$ cat config.mk
export PLATFORM = sky130hd
export DESIGN_NAME = lcs_ctrl
export DESIGN_NICKNAME = d
export VERILOG_FILES = /design/src/sv/lcs_pkg.sv /design/src/sv/lcs_ctrl.sv
export SDC_FILE = /design/constraint.sdc
export NUM_CORES = 1
export LEC_CHECK = 0
export ABC_AREA = 1
export BUFFER_PORTS_ARGS = -buffer_cell sky130_fd_sc_hd__buf_2
export CORE_AREA = 2 2 39 41
export DETAILED_ROUTE_END_ITERATION = 6
export DIE_AREA = 0 0 41 43
export PLACE_DENSITY = 0.35
export SYNTH_ARGS = -nofsm -noshare
export SYNTH_HDL_FRONTEND = slang
export SYNTH_SLANG_ARGS = --single-unit
$ cat constraint.sdc
create_clock -name clk -period 1.11 [get_ports clk]
set_input_delay 0.0555 -clock clk [delete_from_list [all_inputs] [get_ports clk]]
set_output_delay 0.0555 -clock clk [all_outputs]
set_load 0.03 [all_outputs]
$ cat src/sv/lcs_pkg.sv
package lcs_pkg;

  localparam int MAX_PIXELS = 4096;
  localparam int ADDR_W = (MAX_PIXELS > 1) ? $clog2(MAX_PIXELS) : 1;
  localparam int CNT_W = $clog2(MAX_PIXELS + 1);
  localparam int PIX_W = 8;
  localparam int DIV_STEPS = PIX_W;
  localparam int STEP_W = $clog2(DIV_STEPS);

  localparam logic [PIX_W-1:0] PIX_MAX = '1;

  localparam logic OP_LOAD = 1'b0;
  localparam logic OP_READ = 1'b1;

  typedef struct packed {
    logic             op;
    logic [PIX_W-1:0] pixel_in;
    logic             first;
  } in_word_t;

  typedef struct packed {
    logic [PIX_W-1:0] pixel_out;
    logic             last;
    logic             flat_frame;
  } out_word_t;

  typedef enum logic [1:0] {
    S_IDLE,
    S_DIV,
    S_MAP
  } state_t;

  typedef struct packed {
    logic load_en;
    logic rd_en;
    logic div_start;
    logic div_run;
    logic map_en;
  } cmd_t;

  typedef struct packed {
    logic rd_hit;
    logic gain_valid;
    logic div_done;
    logic out_free;
  } stat_t;

endpackage

$ cat src/sv/lcs_ctrl.sv
module lcs_ctrl
  import lcs_pkg::*;
(
  input  logic  clk,
  input  logic  rst,
  input  logic  in_valid,
  input  logic  in_op,
  output logic  in_stall,
  input  stat_t stat,
  output cmd_t  cmd
);

  state_t state;
  state_t state_next;

  always_ff @(posedge clk) begin
    if (rst) begin
      state <= S_IDLE;
    end else begin
      state <= state_next;
    end
  end

  always_comb begin
    state_next = state;
    cmd = '0;
    in_stall = 1'b1;
    unique case (state)
      S_IDLE: begin
        in_stall = 1'b0;
        if (in_valid) begin
          if (in_op == OP_LOAD) begin
            cmd.load_en = 1'b1;
          end else if (stat.rd_hit) begin
            cmd.rd_en = 1'b1;
            if (stat.gain_valid) begin
              state_next = S_MAP;
            end else begin
              cmd.div_start = 1'b1;
              state_next = S_DIV;
            end
          end
        end
      end
      S_DIV: begin
        cmd.div_run = 1'b1;
        if (stat.div_done) begin
          state_next = S_MAP;
        end
      end
      S_MAP: begin
        if (stat.out_free) begin
          cmd.map_en = 1'b1;
          state_next = S_IDLE;
        end
      end
      default: begin
        state_next = S_IDLE;
      end
    endcase
  end

endmodule

Word level (Yosys, flattened, before mapping)
Index checks and enable logic that the tools add are counted.
- equality and inequality tests: 7
- multiplexer cells: 17
- reductions and logical operators: 2
- operator list (operator ; count):
    2-bit 2-to-1 mux ; 8
    2-bit != test, second input constant ; 5
    1-bit 2-to-1 mux ; 6
    3-bit 2-to-1 mux ; 2
    2-bit case mux with 3 select lines ; 1
    5-bit AND reduction ; 1
    2-bit by 1-bit equality test with 1-bit output, second input constant ; 1
    2-bit equality test, second input constant ; 1
    2-bit zero test ; 1
- bits in registers: 2
- input port bits: 8
- output and inout bits: 6
- word-level logic and storage cells: 27

Longest topological paths before layout
Gate-level depths: netlist of run 1.
- depth in word-level cells: 5
- gate-level depth with buffers: 6
- gate-level depth less buffers: 6

Worst setup path after synthesis of run 1
Ideal clock, no wire load.
- path type: register to output
- from: register state[0]
- to: output port cmd[4] (netlist name)
- data arrival time: 1337 ps
- data required time: 1054 ps
- setup slack: -282 ps
- stages on the path, launching flop included: 4
- buffers on the path: 0
- cell sequence: dfxtp_1 nor2_2 inv_2 nor3b_1
- RTL lines (what ; RTL line ; text):
    from (decl) ; lcs_ctrl.sv:13 ; state_t state;
    from (signal assigned) ; lcs_ctrl.sv:20 ; state <= state_next;
    to (decl) ; lcs_ctrl.sv:10 ; output cmd_t cmd

==> flow_results.org, run 1 <==
** STA
- For the final database, setup skew stands at 0.003535 ns.
- Summed over all failing endpoints, the final setup total negative slack is -0.01612 ns.
- Setup violations remaining at the end of the flow were counted as 2.
- The hold violation total from the final report came to 0.
- Setup repair after global routing could not meet its margin everywhere.
- In this run the tightest slew margin relative to its limit is 89.36%.
- Highest clock rate :: 892.6 MHz
- Tmin final :: 1.120 ns
- Number of pins with negative max-slew slack in the final report :: 0
- Setup slack on the critical path of the routed design comes to -0.01028 ns.
- Post-route clock period utilization :: 100.9%
- Transition time at the pin with the least slew margin :: 0.1591 ns

** CTS
- Clock-pin slew of the registers on the worst-case setup and hold paths :: 0.03 ns
- TritonCTS built the clock tree.
- CTS placed an instance of sky130_fd_sc_hd__clkbuf_4 at the clock tree root.
- Num Clock Sinks :: 2
- TritonCTS created 3 clock buffers.
- The clock reaches the later pin of the worst-skew pair after 0.23 ns.
- Worst-case clock buffer depth :: 2
- CTS built an H-tree with a depth of 1.

** Placement
- Port Buf Inserts :: 13
- Routability congestion estimate :: 0.6259
- Summed over all nets, the half-perimeter wirelength after detailed placement is 358.2 microns.

** Pwr
- Power density over cell area :: 913.9 nW/um^2
- Switching Share :: 29.63%
- Largest vdd supply drop :: 0.0003414 V
- Switching Power :: 103.7 uW
- For this design the static power due to leakage is 0.0002160 uW.
- Cell internal power was estimated by the tool at 246.2 uW.
- Part of the power in combinational logic :: 30.7%
- Sequential cell fraction of total power :: 22.6%
- Per report_power, the clock group accounts for 46.7% of the total.

** Final layout
- The register with the most flip-flops in the layout has 2 of them.
- Across the whole layout, storage elements account for 42.54 sq um.
- Most frequent standard cell in the layout excluding fill and tap cells :: sky130_fd_sc_hd__buf_2
- The post-route netlist has 70.00% of its cells at a drive strength greater than 1.
- Register containing the most flip-flops in the final layout :: state
- Summing all multi-input logic gate instances after layout gives 122.6 sq um.
- After the last flow step, the layout net total stands at 60.
- Layout fillers :: 168
- In the final layout, the registers with the most flip-flops are state x2.
- Final core utilization :: 27.67%
- The repair_antennas step left the layout with diodes totalling 0.
- Commonest non-fill, non-tap cells in the layout :: 9 x sky130_fd_sc_hd__buf_2, 7 x sky130_fd_sc_hd__buf_4, 5 x sky130_fd_sc_hd__nor2_1, 4 x sky130_fd_sc_hd__inv_1
- Synth-to-Final Area Change :: 133.6%

** Worst setup path
- Max stage delay cell, worst path :: sky130_fd_sc_hd__dfxtp_2
- Required arrival time at the worst endpoint :: 1.05 ns
- For the worst setup path, the data arrival time is 1.06 ns.
- Walking the worst path, the cells encountered are nor2_4, inv_4, nor2_4, nand2_2, inv_4, buf_6.
- The critical path is of the reg2out type.
- In this run the worst path has a maximum fanout of 3.
- Type of origin of the critical path :: register
- Crit path largest cell delay :: 0.33 ns
- CP endpoint kind :: primary output

** GRT
- Global-route usage over all layers :: 5.906%
- Global-route wire length before repair :: 627 microns
- The initial antenna violation count was 0.
- The via count of the first global-routing pass was 174.
- Entering global routing, the biggest net connects 5 pins.
- Total congestion overflow after global routing :: 0

** Yosys
- Number of synthesis warnings :: 0
- Total standard cell area after synthesis :: 163.9 sq um
- Synthesis-stage register bit count :: 2
- Each instance of the synthesized netlist takes up on average 6.071 sq um.
- Seq/Total Area, Yosys :: 24.43%
- Gate Count Post-Synth :: 27
- In this run, distinct cell masters in the synthesized netlist total 12.
- Syn_nets :: 35

** Drt
- Number of iterations in the first detailed-routing pass :: 2
- Antenna viol nets, final :: 0
- Routed wire length per instance :: 7.091 microns
- Final wirelength :: 468 microns
- In the routed layout, each cell is associated on average with a via count of 3.636.
- The routed layout has 240 vias.
- In the routed design, unresolved DRC markers number 0.
- The first routing iteration left 3 violations.

** Run status
- Failing checks :: negative setup slack
- The flow ran to the end, but the final reports show violations.

** Flow run
- Number of maximum-capacitance violations :: 0

** Floorplanning
- Core ar. :: 1384 sq um
- Die X :: 41 microns
- Overall die height :: 43 microns
- Standard-cell row count :: 14
- 14 I/O pins were placed.
- The die covers 1763 sq um.
- Starting utilization of the core area :: 11.84%

** Hold path
- Hold/Removal Path Class :: in2reg
## through the flow
stage	total power (uW)	instance area [sq um]	hold slack, ns	std cells	setup WS, ns
after floorplan	132.6	181.4	0.1179	27	0.001907
after global placement	163.8	281.5	0.2355	58	0.08424
after detailed placement	163.3	281.5	0.2343	58	0.08777
after CTS	350.9	351.6	0.1206	64	-0.03192
after global routing	385.1	382.9	0.1134	66	-0.07579
final	349.9	382.9	0.1271	66	-0.01028
## synth_stat cells
cell,n,area share (%)
sky130_fd_sc_hd__inv_2,1,2.3
sky130_fd_sc_hd__nor2_1,6,14
sky130_fd_sc_hd__nor3_1,1,3.1
sky130_fd_sc_hd__nor3b_1,1,4.6
sky130_fd_sc_hd__inv_1,6,14
sky130_fd_sc_hd__nor2_2,1,3.8
sky130_fd_sc_hd__dfxtp_1,2,24
sky130_fd_sc_hd__a21oi_2,1,5.3
sky130_fd_sc_hd__nand3_1,2,6.1
sky130_fd_sc_hd__nand2_1,4,9.2
sky130_fd_sc_hd__nor2_4,1,6.9
sky130_fd_sc_hd__nand3b_2,1,6.9
## power groups by stage
| stage | registers [uW] | logic [uW] | clock network (uW) |
|---|---|---|---|
| after floorplan | 79.6 | 53.0 | 0 |
| after global placement | 78.0 | 85.8 | 0 |
| after detailed placement | 77.9 | 85.3 | 0 |
| after CTS | 78.9 | 97.8 | 174 |
| after global routing | 78.9 | 117 | 189 |
| final | 79.0 | 108 | 163 |
## final cells by class
cell class              count  area share [%]
repair buffers             20           36.93
multi-input cells          18           32.03
flip-flops and latches      2           11.11
inverters                   7           8.824
clock buffers               3           5.882
well taps                  16           5.229
## final timing paths
check	start	slack (ns)	end	cells after the start
worst max-delay path	state[1]	-0.01	cmd[2]	6
worst min-delay path	stat[1]	0.13	state[0]	3
worst max register to register	state[1]	0.05	state[1]	8
worst min register to register	state[0]	0.66	state[0]	3
## logic make-up (layout without fill, tap and decap cells)
kind of cell / count (synthesis) / in the layout / synth area share (%)
AOI/OAI and AO/OA: 1 / 1 / 5.344
buffers and inverters: 7 / 30 / 16.03
DFF: 2 / 2 / 24.43
and+or+nand+nor: 17 / 17 / 54.20
## routing by layer
| layer | wire [microns] | global-route usage [%] |
|---|---|---|
| met4 | 0 | 6.000 |
| met1 | 187 | 6.051 |
| met2 | 253 | 7.813 |
| met5 | 0 | 0 |
| met3 | 27 | 3.141 |
## worst max-delay path: cells and delay by family, from the launching register on
| kind | cells | cell delay [ns] |
|---|---|---|
| flip-flops | 1 | 0.33 |
| AND/OR/NAND/NOR | 3 | 0.29 |
| buffers and inverters | 3 | 0.21 |
## what timing repair did
item | 4_1_cts | 5_1_grt
setup endpoints to repair | 4 | 5
hold endpoints to repair | 2 | 0
resized for setup | 8 | 7
setup buffers | 2 | 2
pin swaps | 4 | 4
hold buffers | 1 | 0
Power figures use the tool's default switching activity.
==> inputs of run 2 (changes only) <==
--- a/config.mk
+++ b/config.mk
@@ -10,7 +10,7 @@
 export CORE_AREA = 2 2 39 41
 export DETAILED_ROUTE_END_ITERATION = 6
 export DIE_AREA = 0 0 41 43
-export PLACE_DENSITY = 0.35
+export PLACE_DENSITY_LB_ADDON = 0.05
 export SYNTH_ARGS = -nofsm -noshare
 export SYNTH_HDL_FRONTEND = slang
 export SYNTH_SLANG_ARGS = --single-unit
==> constraint.sdc (replaced) <==
create_clock -name clk -period 1.1 [get_ports clk]
set_input_delay 0.275 -clock clk [delete_from_list [all_inputs] [get_ports clk]]
set_output_delay 0.275 -clock clk [all_outputs]
set_load 0.03 [all_outputs]
==> run 2 against run 1 <==
Compared with the run above: register-to-register slack gained 0.05 ns; setup slack lost 0.22 ns; highest routed layer unchanged; clock power is essentially flat; first-iteration DRC count shrank 33%; global-route usage grew 1.5 points; the run still ends with negative setup slack left.
==> flow_results.org, run 2 (synthesized netlist as in run 1, its figures left out) <==
** STA
- Tmin final :: 1.333 ns
- The max-slew violation total from the final report is 0 (unchanged).
- The hold violation total from the final report was 0 (unchanged).
- Minimum hold slack :: 0.2182 ns (+0.09113 ns)
- The worst max-slew margin expressed relative to the limit came to 89.84% (+0.48 points).
- The final worst slack was -0.2334 ns (-0.2231 ns).
- After layout, the worst path uses 121.2% of the clock period.
- The number of endpoints failing setup at the final stage was 6 (+4).
- The final clock skew is 0.0009210 ns (-0.002614 ns).
- The pin slew with the least headroom to its limit came to 0.1519 ns (-0.007181 ns).
- Setup TNS :: -1.210 ns (-1.193 ns)
- Highest clock rate :: 750.0 MHz
- Setup repair after global routing missed its margin :: yes

** GRT
- The maximum number of pins on one net before global-route repair is 5 (unchanged).
- Global-route wire length before repair :: 869 microns (+39%)
- Initial antenna violation count :: 0 (unchanged)
- The via count of the first global-routing pass is 230 (+32%).
- Global-route usage over all layers :: 7.407% (+1.5 points)
- The overall overflow remaining after global route was 0 (unchanged).

** Final layout
- Commonest non-fill, non-tap cells in the layout :: 8 x sky130_fd_sc_hd__buf_2, 8 x sky130_fd_sc_hd__buf_4, 6 x sky130_fd_sc_hd__nor2_1, 5 x sky130_fd_sc_hd__inv_1, 4 x sky130_fd_sc_hd__buf_6
- The share of final-layout standard cells stronger than drive strength 1 was 68.00% (-2.0 points).
- The flip-flop count of the largest register after layout is 2 (unchanged).
- Final nets :: 60 (unchanged)
- The largest registers in the layout are state x2.
- The post-layout utilization of the core came to 27.22% (-0.45 points).
- Register containing the most flip-flops in the final layout :: state
- The antenna diode count is 0 (unchanged).
- The summed area of non-filler cells in the final layout came to 376.6 sq um (-1.6%).
- Synth-to-Final Area Change :: 129.8%

** CTS
- The count of hold buffers inserted by post-cts repair was 0 (-1).
- Clock latency of the later-clocked register in the worst-skew pair :: 0.22 ns (about the same)
- The worst-case clock buffer depth is 2 (unchanged).
- Clock H-tree levels :: 1 (unchanged)
- Inserted Clock Buffers :: 3 (unchanged)
- Clock-pin slew of the registers on the worst-case setup and hold paths :: 0.03 ns (about the same)
- The TritonCTS sink count was 2 (unchanged).
- CTS tree :: yes
- The cell sitting at the root of the clock tree is a sky130_fd_sc_hd__clkbuf_4.

** Drt
- The wire length after detailed routing came to 471 microns (+0.64%).
- Initial detailed-routing violation count :: 2 (-1)
- The number of remaining DRC errors came to 0 (unchanged).
- Antenna viol nets, final :: 0 (unchanged)
- Routed wire length per instance :: 7.136 microns (+0.64%)
- The first-pass iteration count of the detailed router came to 2 (unchanged).
- The number of vias in the routed layout came to 235 (-2.1%).
- The average vias per placed instance came to 3.561 (-2.1%).

** Pwr
- The portion of total power attributed to the clock network came to 46.1% (-0.6 points).
- The part of the total power dissipated in combinational logic was 31.1% (+0.4 points).
- The power density normalized to cell area was 932.8 nW/um^2 (+2.1%).
- Switching Share :: 28.78% (-0.84 points)
- Internal power :: 250.2 uW (+1.6%)
- The worst supply voltage drop on vdd was 0.0002028 V (-41%).
- The switching power total is 101.1 uW (-2.5%).
- Sequential cell fraction of total power :: 22.7% (about the same)
- LEAKAGE :: 0.0002192 uW (+1.5%)

** Worst setup path
- Destination of the worst register-to-register timing path :: state[1]
- Beginning of the worst register-to-register path :: state[1]
- Type of origin of the critical path :: register
- The maximum single-stage delay on the critical path was 0.32 ns (about the same).
- CP endpoint kind :: primary output
- Launching element of the worst setup path :: state[0]
- The slowest stage of the critical path belongs to the cell sky130_fd_sc_hd__dfxtp_2.
- The flop-to-flop setup slack is 0.10 ns (+0.05 ns).
- Critical path endpoint :: cmd[2]
- Traced cell by cell, the critical path runs through nor2_4, inv_4, nor2_4, nand2_2, inv_4, buf_6.
- The worst endpoint required time is 0.82 ns (-0.23 ns).
- The maximum fanout count along the critical path came to 3 (unchanged).
- The number of cells traversed by the worst register-to-register path is 7 (-1).
- Startpoint-to-endpoint class of the critical path :: reg2out
- Signal arrival time at the worst endpoint :: 1.06 ns (about the same)

** Floorplanning
- Core ar. :: 1384 sq um (unchanged)
- Ports placed on the boundary :: 14 (unchanged)
- Total Die Area :: 1763 sq um (unchanged)
- The height of the die is 43 microns (unchanged).
- Starting utilization of the core area :: 11.84% (unchanged)
- Die X :: 41 microns (unchanged)
- The number of placement rows is 14 (unchanged).

** Placement
- The number of input and output port buffers inserted came to 13 (unchanged).
- The area of placed instances was 319.1 sq um (+13%).
- Post-detail-place hpwl :: 415.4 microns (+16%)
- Routability congestion estimate :: 0.6162 (-1.5%)
- The minimum setup slack after placement came to -0.1000 ns (-0.1878 ns).

** Hold path
- In this run the worst hold path is classified as in2reg.

** Run status
- The flow ran to the end, but the final reports show violations.
- The checks that failed: negative setup slack.

** Flow run
- Number of maximum-capacitance violations :: 0 (unchanged)
==> run 2: worst min-delay path by stage <==
stage          start       end  cells past startpoint
6_report         rst  state[0]                      2
5_1_grt          rst  state[0]                      2
4_1_cts          rst  state[0]                      2
3_5_place_dp     rst  state[0]                      2
3_3_place_gp     rst  state[0]                      2
2_1_floorplan    rst  state[0]                      1
==> run 2: critical path, delay by kind of cell, from the launching register on <==
| kind | cells | cell delay (ns) |
|---|---|---|
| buffers and inverters | 3 | 0.22 |
| flip-flops | 1 | 0.32 |
| AND/OR/NAND/NOR | 3 | 0.29 |
==> run 2: power groups by stage <==
stage / combinational [uW] / clock (uW) / sequential [uW]
floorplan: 54.8 / 0 / 81.9
global placement: 96.4 / 0 / 80.6
detailed placement: 96.7 / 0 / 80.5
CTS: 104 / 171 / 79.9
global route: 120 / 184 / 80.1
finish: 109 / 162 / 79.8
==> run 2: routing by layer <==
layer	global-route usage, %	share of wire [%]
met2	10.00	52
met4	6.000	0
met3	3.141	8.5
met5	0	0
met1	8.599	40
==> run 2: through the flow <==
step                      cells  power (uW)
after floorplan              27       136.7
after global placement       62       177.0
after detailed placement     62       177.2
after CTS                    65       354.3
after global routing         66       383.4
final                        66       351.3
==> run 2: timing repair <==
action | in CTS | in global routing
resized for setup | 7 | 3
buffers inserted | 0 | 1
setup endpoints to repair | 6 | 6
pin swaps | 5 | 0
==> run 2: final cells by class <==
cell class,count,area [sq um]
Sequential cell,2,42.54
Tap cell,16,20.02
Timing Repair Buffer,20,145.1
Fill cell,153,1007
Clock buffer,3,22.52
Multi-Input combinational cell,18,115.1
Inverter,7,31.28
==> inputs of run 3 (changes only) <==
--- a/config.mk
+++ b/config.mk
@@ -6,7 +6,7 @@
 export NUM_CORES = 1
 export LEC_CHECK = 0
 export ABC_AREA = 1
-export BUFFER_PORTS_ARGS = -buffer_cell sky130_fd_sc_hd__buf_2
+export BUFFER_PORTS_ARGS = -buffer_cell sky130_fd_sc_hd__buf_4
 export CORE_AREA = 2 2 39 41
 export DETAILED_ROUTE_END_ITERATION = 6
 export DIE_AREA = 0 0 41 43
==> run 3 against run 2 <==
Compared with the run above: largest power group unchanged; setup slack lost 0.018 ns; cell count grew 4.5%; sequential cell count is the same; first-iteration DRC count grew 50%; critical path depth shrank 2; clock skew grew 0.0090 ns; wire length grew 17%; the flow still finishes with violations (negative setup slack); design area grew 14%; critical path type unchanged; global-route usage grew 1.4 points.
==> flow_results.org, run 3 (synthesized netlist as in run 1, its figures left out) <==
** Worst setup path
- The critical path in this run is classified as reg2out.
- Required arrival time at the worst endpoint :: 0.82 ns (about the same)
- CP endpoint kind :: primary output
- The number of cells traversed by the worst register-to-register path came to 8 (+1).
- The maximum fanout count along the critical path is 4 (+1).
- Type of origin of the critical path :: register
- Signal arrival time at the worst endpoint :: 1.08 ns (+0.02 ns)

** STA
- Largest clock skew in the final design :: 0.009951 ns (+0.009030 ns)
- Number of hold violations in the final report :: 0 (unchanged)
- Tmin final :: 1.351 ns (+0.01784 ns)
- The final cycle utilization of the critical path is 122.8% (+1.6 points).
- Slew Limit Headroom :: 89.60% (-0.24 points)
- The max-slew violation total from the final report is 0 (unchanged).
- Transition time at the pin with the least slew margin :: 0.1555 ns (+0.003589 ns)
- The maximum clock frequency came to 740.0 MHz (-1.3%).
- Minimum hold slack :: 0.2090 ns (-0.009227 ns)
- The number of endpoints failing setup at the final stage is 7 (+1).
- Setup repair after global routing missed its margin :: yes
- Least setup slack across all paths after layout :: -0.2513 ns (-0.01784 ns)

** Floorplanning
- The height of the die came to 43 microns (unchanged).
- Die X :: 41 microns (unchanged)
- Total Die Area :: 1763 sq um (unchanged)
- The placeable core region is 1384 sq um (unchanged).
- Starting utilization of the core area :: 11.84% (unchanged)
- Ports placed on the boundary :: 14 (unchanged)
- The number of placement rows is 14 (unchanged).

** Pwr
- The worst supply voltage drop on vdd was 0.0002860 V (+41%).
- Part of the power in combinational logic :: 33.1% (+2.0 points)
- Power density over cell area :: 844.6 nW/um^2 (-9.5%)
- The internal cell power is 258.0 uW (+3.1%).
- LEAKAGE :: 0.0002377 uW (+8.4%)
- The sum of internal, switching and leakage power came to 361.4 uW (+2.9%).
- Switching Power :: 103.4 uW (+2.3%)
- The sequential share of power was 22.0% (-0.7 points).
- Part of the total power dissipated in the clock network :: 44.9% (-1.2 points)
- Switching Share :: 28.62% (-0.17 points)

** CTS
- Clock latency of the later-clocked register in the worst-skew pair :: 0.23 ns (about the same)
- The worst-case clock buffer depth came to 2 (unchanged).
- Clock-pin slew of the registers on the worst-case setup and hold paths :: 0.03 ns (about the same)
- Inserted Clock Buffers :: 3 (unchanged)
- Num Clock Sinks :: 2 (unchanged)
- CTS tree :: yes
- CTS placed an instance of sky130_fd_sc_hd__clkbuf_4 at the clock tree root.
- Hold-fix buffers, CTS :: 0 (unchanged)
- Clock H-tree levels :: 1 (unchanged)

** Drt
- Number of iterations in the first detailed-routing pass :: 2 (unchanged)
- The remaining antenna violation count after routing came to 0 (unchanged).
- The number of vias in the routed layout was 250 (+6.4%).
- The wire length after detailed routing was 553 microns (+17%).
- The number of remaining DRC errors was 0 (unchanged).
- The average wire per cell in the routed design came to 8.014 microns (+12%).
- The average vias per placed instance is 3.623 (+1.8%).
- Initial detailed-routing violation count :: 3 (+1)

** GRT
- The maximum number of pins on one net before global-route repair is 5 (unchanged).
- Vias in the first global route :: 274 (+19%)
- The initial antenna violation count came to 0 (unchanged).
- Total congestion overflow after global routing :: 0 (unchanged)
- The overall routing resource usage is 8.809% (+1.4 points).
- The wire length of the first global-routing pass is 1035 microns (+19%).

** Final layout
- The post-layout instance count excluding filler cells is 69 (+4.5%).
- Top flop regs :: state x2
- The number of nets in the layout was 63 (+5.0%).
- The number of fill cells in the layout was 162 (+5.9%).
- Register containing the most flip-flops in the final layout :: state
- The library cells used most frequently in the layout, excluding fill and tap cells, are 19 x sky130_fd_sc_hd__buf_4, 6 x sky130_fd_sc_hd__nor2_1, 4 x sky130_fd_sc_hd__inv_1, 4 x sky130_fd_sc_hd__buf_6.
- The antenna diode count was 0 (unchanged).
- Leaving out fill and tap cells, the most frequent cell in the layout is sky130_fd_sc_hd__buf_4.
- Relative to the synthesized area, the layout overhead comes to 161.1%.
- Share of final-layout standard cells stronger than drive strength 1 :: 71.70% (+3.7 points)
- Largest register FFs :: 2 (unchanged)

** Placement
- Routability congestion estimate :: 0.6274 (+1.8%)
- The placed wire-length estimate is 428.4 microns (+3.1%).
- The cell count after placement was 61 (-1.6%).
- The number of input and output port buffers inserted is 13 (unchanged).

** Flow run
- The reported max-cap violation count came to 0 (unchanged).

** Hold path
- The tightest min-delay check is of the in2reg type.
- Hold Crit Depth :: 2 (unchanged)

** Run status
- The checks that failed: negative setup slack.
- Outcome :: finished with violations
run 3: timing repair:
action                     in CTS  in global routing
pin swaps                       5                  1
resized for setup               5                  2
setup endpoints to repair       6                  7
setup buffers                   4                  1
run 3: metal layers:
layer	wire length (microns)	part of all wire (%)	up-vias	track usage, %
met1	191	35	108	9.236
li1	-	-	134	-
met4	0	0	0	8.000
met2	325	59	8	13.44
met3	36	6.5	0	2.094
met5	0	0	-	0
run 3: worst max-delay path, stage by stage (launching register included):
cell and delay [ns]:
sky130_fd_sc_hd__dfxtp_4 0.35, sky130_fd_sc_hd__nor2_4 0.12, sky130_fd_sc_hd__inv_4 0.06, sky130_fd_sc_hd__nor3b_2 0.15
sky130_fd_sc_hd__buf_4 0.18
run 3: area by class of cell:
type                            instances  area [sq um]  share of cell area, %
Inverter                                7         31.28                  7.310
Timing Repair Buffer                   23         187.7                  43.86
Multi-Input combinational cell         18         121.4                  28.36
Tap cell                               16         20.02                  4.678
Clock buffer                            3         22.52                  5.263
Sequential cell                         2         45.04                  10.53
run 3: stage by stage:
| step | utilization, % | setup TNS [ns] | setup slack [ns] | instance area (sq um) |
|---|---|---|---|---|
| after floorplan | - | -0.3765 | -0.1602 | 188.9 |
| after global placement | 24.86 | -0.09382 | -0.07767 | 344.1 |
| after detailed placement | 24.86 | -0.09849 | -0.07793 | 344.1 |
| after CTS | 29.66 | -1.260 | -0.2641 | 410.4 |
| after global routing | 30.92 | -1.677 | -0.3083 | 427.9 |
| final | 30.92 | -1.307 | -0.2513 | 427.9 |
run 3: worst paths after layout:
path,slack [ns],startpoint,to
worst min-delay path,0.21,rst,state[1]
worst max-delay path,-0.25,state[1],cmd[4]
worst max register to register,-0.13,state[1],state[0]
worst min register to register,0.66,state[1],state[0]
run 3: power by group through the flow:
stage                     sequential [uW]  clock (uW)  combinational [uW]
after floorplan                      81.9           0                54.8
after global placement               81.1           0                 106
after detailed placement             81.6           0                 106
after CTS                            79.5         170                 117
after global routing                 80.0         186                 130
final                                79.5         162                 120
